`config.mk`:
```
export PLATFORM = sky130hd
export DESIGN_NAME = binomial_coefficient_pascal
export DESIGN_NICKNAME = d
export VERILOG_FILES = /design/src/design/bcp_pkg.sv /design/src/design/binomial_coefficient_pascal.sv /design/src/design/bcp_row_mem.sv
export SDC_FILE = /design/constraint.sdc
export NUM_CORES = 2
export LEC_CHECK = 0
export BUFFER_PORTS_ARGS = -buffer_cell sky130_fd_sc_hd__buf_2
export CAP_MARGIN = 20
export CORE_UTILIZATION = 60
export CTS_BUF_LIST = sky130_fd_sc_hd__clkbuf_8
export CTS_CLUSTER_DIAMETER = 150
export DETAILED_ROUTE_END_ITERATION = 7
export PLACE_DENSITY_LB_ADDON = 0.2
export SETUP_SLACK_MARGIN = 0.5
export SLEW_MARGIN = 20
export SYNTH_ARGS = -nofsm -noshare
export SYNTH_HDL_FRONTEND = slang
export SYNTH_HIERARCHICAL = 1
export SYNTH_SLANG_ARGS = --single-unit
```
`constraint.sdc`:
```
create_clock -name clk -period 9.05 [get_ports clk]
set_clock_uncertainty 0.2 [all_clocks]
set_input_delay 0 -clock clk [delete_from_list [all_inputs] [get_ports clk]]
set_output_delay 0 -clock clk [all_outputs]
set_load 0.05 [all_outputs]
```
`src/design/bcp_pkg.sv`:
```
package bcp_pkg;

	localparam int IN_W   = 7;
	localparam int COEF_W = 61;

	typedef logic [IN_W-1:0]   in_val_t;
	typedef logic [COEF_W-1:0] coef_t;

endpackage

```
`src/design/binomial_coefficient_pascal.sv`:
```
// Binomial coefficient n_total choose k_choose by Pascal's triangle. Each item
// builds the triangle rows in place in a single-port-read row memory, one cell
// addition per cycle, walking each row from column min(i,k) down to 1; the one
// read port of that memory sets the rate. An item with k of zero skips the rows;
// an item with k above n or n above MAX_N answers 0 without building them. One
// item is worked on at a time; a finished result waits in an output register
// while the next item is accepted and started.
module binomial_coefficient_pascal
	import bcp_pkg::*;
#(
	parameter int MAX_N = 64
) (
	input  logic                clk,
	input  logic                arst_n,
	input  logic                in_valid,
	output logic                in_ready,
	input  logic [IN_W-1:0]     n_total,
	input  logic [IN_W-1:0]     k_choose,
	output logic                out_valid,
	input  logic                out_ready,
	output logic [COEF_W-1:0]   coefficient
);

	localparam int DEPTH = MAX_N + 1;
	localparam int AW    = $clog2(DEPTH);
	localparam logic [AW-1:0] ONE_A  = AW'(1);
	localparam logic [AW-1:0] ZERO_A = '0;

	localparam logic [2:0] S_IDLE   = 3'd0;
	localparam logic [2:0] S_INIT   = 3'd1;
	localparam logic [2:0] S_RSTART = 3'd2;
	localparam logic [2:0] S_RFIRST = 3'd3;
	localparam logic [2:0] S_CELL   = 3'd4;
	localparam logic [2:0] S_FIN    = 3'd5;
	localparam logic [2:0] S_FLAT   = 3'd6;
	localparam logic [2:0] S_DONE   = 3'd7;

	logic [2:0]    state_q;
	logic [AW-1:0] n_q, k_q, i_q, j_q;
	coef_t         upper_q, res_q;
	logic          out_valid_q;
	coef_t         coefficient_q;

	logic          mem_we, mem_re;
	logic [AW-1:0] mem_waddr, mem_raddr;
	coef_t         mem_wdata, mem_rdata;
	logic [AW-1:0] top;
	logic          in_xfer, out_free, bad_item;

	bcp_row_mem #(
		.DEPTH(DEPTH),
		.AW   (AW)
	) u_row_mem (
		.clk  (clk),
		.we   (mem_we),
		.waddr(mem_waddr),
		.wdata(mem_wdata),
		.re   (mem_re),
		.raddr(mem_raddr),
		.rdata(mem_rdata)
	);

	assign in_ready  = (state_q == S_IDLE);
	assign in_xfer   = in_valid && in_ready;
	assign out_free  = !out_valid_q || out_ready;
	assign bad_item  = (n_total > IN_W'(MAX_N)) || (k_choose > n_total);
	assign top       = (i_q < k_q) ? i_q : k_q;

	always_comb begin
		mem_we    = 1'b0;
		mem_re    = 1'b0;
		mem_waddr = j_q;
		mem_raddr = j_q;
		mem_wdata = '0;
		unique case (state_q)
			S_INIT: begin
				mem_we    = 1'b1;
				mem_wdata = (j_q == ZERO_A) ? COEF_W'(1) : '0;
			end
			S_RSTART: begin
				mem_re    = 1'b1;
				mem_raddr = top;
			end
			S_RFIRST: begin
				mem_re    = 1'b1;
				mem_raddr = j_q - ONE_A;
			end
			S_CELL: begin
				mem_we    = 1'b1;
				mem_waddr = j_q + ONE_A;
				mem_wdata = upper_q + mem_rdata;
				mem_re    = (j_q != ZERO_A);
				mem_raddr = j_q - ONE_A;
			end
			S_FIN: begin
				mem_re    = 1'b1;
				mem_raddr = k_q;
			end
			default: begin
			end
		endcase
	end

	always_ff @(posedge clk or negedge arst_n) begin
		if (!arst_n) begin
			state_q <= S_IDLE;
		end else begin
			unique case (state_q)
				S_IDLE: begin
					if (in_xfer) begin
						state_q <= bad_item ? S_DONE : S_INIT;
					end
				end
				S_INIT: begin
					if (j_q == k_q) begin
						state_q <= (k_q == ZERO_A) ? S_FIN : S_RSTART;
					end
				end
				S_RSTART: state_q <= S_RFIRST;
				S_RFIRST: state_q <= S_CELL;
				S_CELL: begin
					if (j_q == ZERO_A) begin
						state_q <= (i_q == n_q) ? S_FIN : S_RSTART;
					end
				end
				S_FIN:  state_q <= S_FLAT;
				S_FLAT: state_q <= S_DONE;
				S_DONE: begin
					if (out_free) begin
						state_q <= S_IDLE;
					end
				end
				default: state_q <= S_IDLE;
			endcase
		end
	end

	// datapath registers
	always_ff @(posedge clk) begin
		unique case (state_q)
			S_IDLE: begin
				if (in_xfer) begin
					n_q   <= n_total[AW-1:0];
					k_q   <= k_choose[AW-1:0];
					j_q   <= ZERO_A;
					res_q <= '0;
				end
			end
			S_INIT: begin
				j_q <= j_q + ONE_A;
				i_q <= ONE_A;
			end
			S_RSTART: j_q <= top;
			S_RFIRST: begin
				upper_q <= mem_rdata;
				j_q     <= j_q - ONE_A;
			end
			S_CELL: begin
				// hold the lower neighbour as the next cell's upper term
				upper_q <= mem_rdata;
				if (j_q == ZERO_A) begin
					i_q <= i_q + ONE_A;
				end else begin
					j_q <= j_q - ONE_A;
				end
			end
			S_FLAT: res_q <= mem_rdata;
			default: begin
			end
		endcase
	end

	always_ff @(posedge clk or negedge arst_n) begin
		if (!arst_n) begin
			out_valid_q <= 1'b0;
		end else if (state_q == S_DONE && out_free) begin
			out_valid_q <= 1'b1;
		end else if (out_ready) begin
			out_valid_q <= 1'b0;
		end
	end

	always_ff @(posedge clk) begin
		if (state_q == S_DONE && out_free) begin
			coefficient_q <= res_q;
		end
	end

	assign out_valid   = out_valid_q;
	assign coefficient = coefficient_q;

	a_write_in_row: assert property (@(posedge clk) disable iff (!arst_n)
		mem_we |-> mem_waddr <= k_q)
		else $error("row write beyond column k");

	a_no_rw_clash: assert property (@(posedge clk) disable iff (!arst_n)
		(mem_we && mem_re) |-> mem_raddr != mem_waddr)
		else $error("read and write of the same row entry in one cycle");

	a_bad_item_zero: assert property (@(posedge clk) disable iff (!arst_n)
		(in_xfer && bad_item) |=> (state_q == S_DONE && res_q == '0))
		else $error("out-of-range item not answered with zero");

	a_done_loads_out: assert property (@(posedge clk) disable iff (!arst_n)
		(state_q == S_DONE && out_free) |=> (out_valid && coefficient == $past(res_q)))
		else $error("finished result not transferred to output register");

endmodule

```
`src/design/bcp_row_mem.sv`:
```
module bcp_row_mem
	import bcp_pkg::*;
#(
	parameter int DEPTH = 65,
	parameter int AW    = 7
) (
	input  logic          clk,
	input  logic          we,
	input  logic [AW-1:0] waddr,
	input  coef_t         wdata,
	input  logic          re,
	input  logic [AW-1:0] raddr,
	output coef_t         rdata
);

	coef_t mem_q [DEPTH];
	coef_t rdata_q;

	always_ff @(posedge clk) begin
		if (we) begin
			mem_q[waddr] <= wdata;
		end
		if (re) begin
			rdata_q <= mem_q[raddr];
		end
	end

	assign rdata = rdata_q;

endmodule

```
==> impl_results.md <==
* Run status: complete, no violations
* RD Place Congestion at 0.9408
* Post-detailed-route count of antenna-violating nets at 0
* Nature of the critical path endpoint: flop
* Clock tree from TritonCTS: built
* Initial Utilization at 0.6034
* Number of max-cap violations at 0
* Post-CTS Hold Fix Bufs at 53
* Hold slack at 0.2184 ns
* Die boundary width at 526.6 microns
* Fraction of post-synthesis cell area in the top cell type by area at 0.7706
* Clk buf depth at 4
* Fraction of final layout cells sized beyond drive strength 1 at 0.2124
* Resized cells post-CTS at 0
* Upper clock frequency limit at 146.6 MHz
* Hold crit path type: reg2reg
* Number of buffers created by CTS at 654
* Biggest fanout along the worst timing path at 42
* DR WL/cell at 36.19 microns
* Largest net degree at the start of global routing at 125
* Mapped Avg Cell Area at 19.99 sq um
* Final worst path period share at 0.7537
* Seq/Total Area, Yosys at 0.7712
* DRC errors left at 0
* Number of global-route vias before repair at 87440
* Wire length of the first global-routing pass at 653.5 mm
* Slew margin rel. at 0.07396
* Maximum VDD drop at 0.0005241 V
* Post-synthesis sequential element count at 4241
* Yosys warning total at 6
* Buffer cell driving the clock tree root: sky130_fd_sc_hd__clkbuf_8
* Final-layout setup total negative slack at 0 ns
* Main flop type after synthesis: sky130_fd_sc_hd__edfxtp_1
* H-tree depth at 6
* Area grow syn2layout at 11.79%
* Count of final hold-check violations at 0
* Initial antenna violation count at 21
* Number of buffers added for setup after CTS at 0
* CTS sink cnt at 4241
* Endpoint with the worst hold slack: coefficient[29]$_DFFE_PP_
* Placed cell count at 11710
* Worst Path Arrival at 7.57 ns
* Hold path startpoint: res_q[29]$_SDFFCE_PN0P_
* Routed Wire Length at 469.1 mm
* Number of distinct library cells after synthesis at 81
* 1st-iter DRT viols at 13550
* RSZ-0062 raised after global routing: no
* Sort of element at the start of the critical path: flop
* Std cell rows at 192
* EDFF count, synth at 4237
* Area of the die at 277300 sq um
* Number of input and output port buffers inserted at 80
* Nets in the synthesized netlist at 8354
* Total power draw at 71.83 mW
* Data required time of the critical path at 9.80 ns
* Startpoint of the most critical register-to-register path: k_q[1]$_DFFE_PP_
* Filler-free cell count of the finished design at 12960
* Slew @ Worst Pin at 1.389 ns
* Source-to-sink clock delay at the later pin of the worst-skew pair at 1.24 ns
* Number of nets at the end of the flow at 8950
* Router iterations before antenna repair at 6
* HPWL after DPL at 250.2 mm
* Leakage power at 61.57 nW
* Destination of the worst register-to-register timing path: u_row_mem/rdata[51]$_DFFE_PP_
* Proportion of register bits with asynchronous set or reset after synthesis at 0.0009432
* Cell count of the worst hold path at 0
* Overflow after GRT at 0
* PwrDens at 389.2 nW/um^2
* Logic depth of the worst register-to-register path at 18
* R2R Setup Slk at 2.23 ns
* Cell area after technology mapping at 165100 sq um
* Overall via count from detail_route at 89520
* Clock slew at reported path FFs at 0.06 ns
* Die height at 526.6 microns
* Core footprint at 273600 sq um
* Count of fill cells added during filler insertion at 17250
* Post-detailed-route via-to-cell ratio at 6.905
* Crit path time final at 6.821 ns
* Mapped Cells at 8259
* Leading cell types by total area after synthesis: sky130_fd_sc_hd__edfxtp_1, sky130_fd_sc_hd__mux4_2, sky130_fd_sc_hd__mux2i_1
* Overall Global Routing Usage at 0.3383
* Slew Viols, Final at 0
* Io pins at 81
* Count of final setup violators at 0
* Setup CP Type: reg2reg
* Cell taking the most area after synthesis: sky130_fd_sc_hd__edfxtp_1
==> layout by cell type (no fill, tap or decap), types with 62 or more instances in the layout <==
| cell type | n |
|---|---|
| sky130_fd_sc_hd__a21oi_1 | 146 |
| sky130_fd_sc_hd__o221ai_1 | 122 |
| sky130_fd_sc_hd__nor4_1 | 68 |
| sky130_fd_sc_hd__edfxtp_1 | 4237 |
| sky130_fd_sc_hd__nor2_4 | 107 |
| sky130_fd_sc_hd__nand2_1 | 213 |
| sky130_fd_sc_hd__o21ai_0 | 267 |
| sky130_fd_sc_hd__o22ai_1 | 66 |
| sky130_fd_sc_hd__mux4_2 | 610 |
| sky130_fd_sc_hd__and2_1 | 65 |
| sky130_fd_sc_hd__a31oi_1 | 69 |
| sky130_fd_sc_hd__clkbuf_8 | 663 |
| sky130_fd_sc_hd__nor2_1 | 128 |
| sky130_fd_sc_hd__a221o_1 | 62 |
| sky130_fd_sc_hd__a221oi_1 | 122 |
| sky130_fd_sc_hd__ha_1 | 76 |
| sky130_fd_sc_hd__a22oi_1 | 122 |
| sky130_fd_sc_hd__inv_1 | 229 |
| sky130_fd_sc_hd__mux2i_1 | 800 |
| sky130_fd_sc_hd__buf_2 | 80 |
| sky130_fd_sc_hd__buf_4 | 192 |
| sky130_fd_sc_hd__buf_12 | 66 |
| sky130_fd_sc_hd__clkinv_1 | 182 |
==> critical path, cell delays in order, from the launching register on <==
cell and delay, ns:
sky130_fd_sc_hd__edfxtp_1 0.45, sky130_fd_sc_hd__inv_1 0.07, sky130_fd_sc_hd__ha_1 0.30, sky130_fd_sc_hd__a21o_1 0.16
sky130_fd_sc_hd__a21o_1 0.18, sky130_fd_sc_hd__a21o_1 0.18, sky130_fd_sc_hd__a21o_1 0.18, sky130_fd_sc_hd__a21o_1 0.20
sky130_fd_sc_hd__a21oi_4 0.31, sky130_fd_sc_hd__mux2i_1 0.30, sky130_fd_sc_hd__o221ai_1 0.16, sky130_fd_sc_hd__o211a_4 0.40
sky130_fd_sc_hd__buf_4 0.38, sky130_fd_sc_hd__nand4b_4 0.44, sky130_fd_sc_hd__buf_4 0.82, sky130_fd_sc_hd__o22ai_1 0.16
sky130_fd_sc_hd__nor4_1 0.74, sky130_fd_sc_hd__a31oi_1 0.45, sky130_fd_sc_hd__a221o_1 0.40
==> synth_stat cells, types with 6 or more instances <==
library cell               count
sky130_fd_sc_hd__a211oi_1      7
sky130_fd_sc_hd__a21o_1       41
sky130_fd_sc_hd__a21oi_1     150
sky130_fd_sc_hd__a221o_1      62
sky130_fd_sc_hd__a221oi_1    122
sky130_fd_sc_hd__a22oi_1     122
sky130_fd_sc_hd__a31oi_1      71
sky130_fd_sc_hd__and2_1       67
sky130_fd_sc_hd__and3_1       17
sky130_fd_sc_hd__buf_1        38
sky130_fd_sc_hd__buf_2       165
sky130_fd_sc_hd__buf_4        20
sky130_fd_sc_hd__buf_6        18
sky130_fd_sc_hd__clkbuf_1    228
sky130_fd_sc_hd__edfxtp_1   4237
sky130_fd_sc_hd__ha_1         76
sky130_fd_sc_hd__inv_1        33
sky130_fd_sc_hd__mux2_2       61
sky130_fd_sc_hd__mux2i_1     802
sky130_fd_sc_hd__mux4_2      610
sky130_fd_sc_hd__nand2_1     214
sky130_fd_sc_hd__nand2b_1     14
sky130_fd_sc_hd__nand3_1      32
sky130_fd_sc_hd__nand4_1      19
sky130_fd_sc_hd__nor2_1      236
sky130_fd_sc_hd__nor2b_1      18
sky130_fd_sc_hd__nor3_1       22
sky130_fd_sc_hd__nor4_1       68
sky130_fd_sc_hd__o211ai_1      6
sky130_fd_sc_hd__o21ai_0     269
sky130_fd_sc_hd__o21ai_1      32
sky130_fd_sc_hd__o21bai_1     11
sky130_fd_sc_hd__o221ai_1    122
sky130_fd_sc_hd__o22ai_1      66
sky130_fd_sc_hd__o31ai_1       7
sky130_fd_sc_hd__or2_2         9
sky130_fd_sc_hd__or3_1         9
sky130_fd_sc_hd__xnor2_1      41
sky130_fd_sc_hd__xor2_1       44
==> per-layer routing <==
metal  global-route usage  share of wire  up-vias
li1                     -              -    35600
met1               0.4639           0.36    46380
met2               0.5125           0.46     6330
met3              0.08262           0.13     1205
met4               0.1691          0.056       12
met5                    0        0.00015        -
==> state kept, by name (all words and copies together), names as in the netlist <==
name	cells
state_q	3
u_row_mem/mem_q	3965
u_row_mem/rdata	61
j_q	7
coefficient	61
k_q	7
out_valid	1
res_q	61
n_q	7
upper_q	61
i_q	7
==> layout make-up <==
class / instances / area (sq um) / share of cell area
Sequential cell: 4241 / 127300 / 0.6898
Antenna cell: 14 / 35.03 / 0.0001898
Inverter: 34 / 128.9 / 0.0006982
Multi-Input combinational cell: 3515 / 36640 / 0.1985
Clock inverter: 499 / 2691 / 0.01458
Clock buffer: 663 / 9125 / 0.04944
Timing Repair Buffer: 409 / 4140 / 0.02243
Tap cell: 3589 / 4491 / 0.02433
==> where the power goes <==
| group | switching, mW | internal, mW | leakage (nW) |
|---|---|---|---|
| clock | 7.51 | 7.19 | 6.77 |
| combinational | 19.8 | 12.1 | 15.5 |
| sequential | 0.748 | 24.4 | 39.3 |
| total | 28.1 | 43.7 | 61.6 |
==> how the worst max path moves through the flow <==
stage	start	endpoint	slack, ns	cells past startpoint
2_1_floorplan	state_q[1]$_DFFE_PN0P_	u_row_mem/mem_q[18][0]$_DFFE_PP_	2.17	9
3_5_place_dp	i_q[1]$_SDFFCE_PN0P_	u_row_mem/rdata[51]$_DFFE_PP_	2.52	17
3_3_place_gp	k_q[1]$_DFFE_PP_	u_row_mem/rdata[51]$_DFFE_PP_	2.42	19
4_1_cts	k_q[1]$_DFFE_PP_	u_row_mem/rdata[51]$_DFFE_PP_	2.47	18
6_report	k_q[1]$_DFFE_PP_	u_row_mem/rdata[51]$_DFFE_PP_	2.23	18
5_1_grt	k_q[1]$_DFFE_PP_	u_row_mem/rdata[51]$_DFFE_PP_	2.16	19
==> metrics by stage <==
stage	area (sq um)	utilization	setup slack, ns
final	184600	0.6746	2.229
after global routing	184600	0.6745	2.159
after CTS	184000	0.6726	2.471
after detailed placement	171700	0.6275	2.522
after global placement	171400	0.6263	2.415
after floorplan	165100	-	2.165
==> logic make-up (layout without fill, tap and decap cells) <==
logic type | count (synthesis) | in the layout | share of synthesized area
buffers and inverters | 503 | 1605 | 0.01396
AND/OR/NAND/NOR | 752 | 752 | 0.02165
XOR/XNOR | 85 | 85 | 0.004509
flip-flops | 4241 | 4241 | 0.7712
adder cells (fa/ha/maj) | 77 | 77 | 0.005881
other | 0 | 14 | 0
multiplexers | 1473 | 1473 | 0.1360
AO/OA/AOI/OAI | 1128 | 1128 | 0.04682
Power figures use the tool's default switching activity.
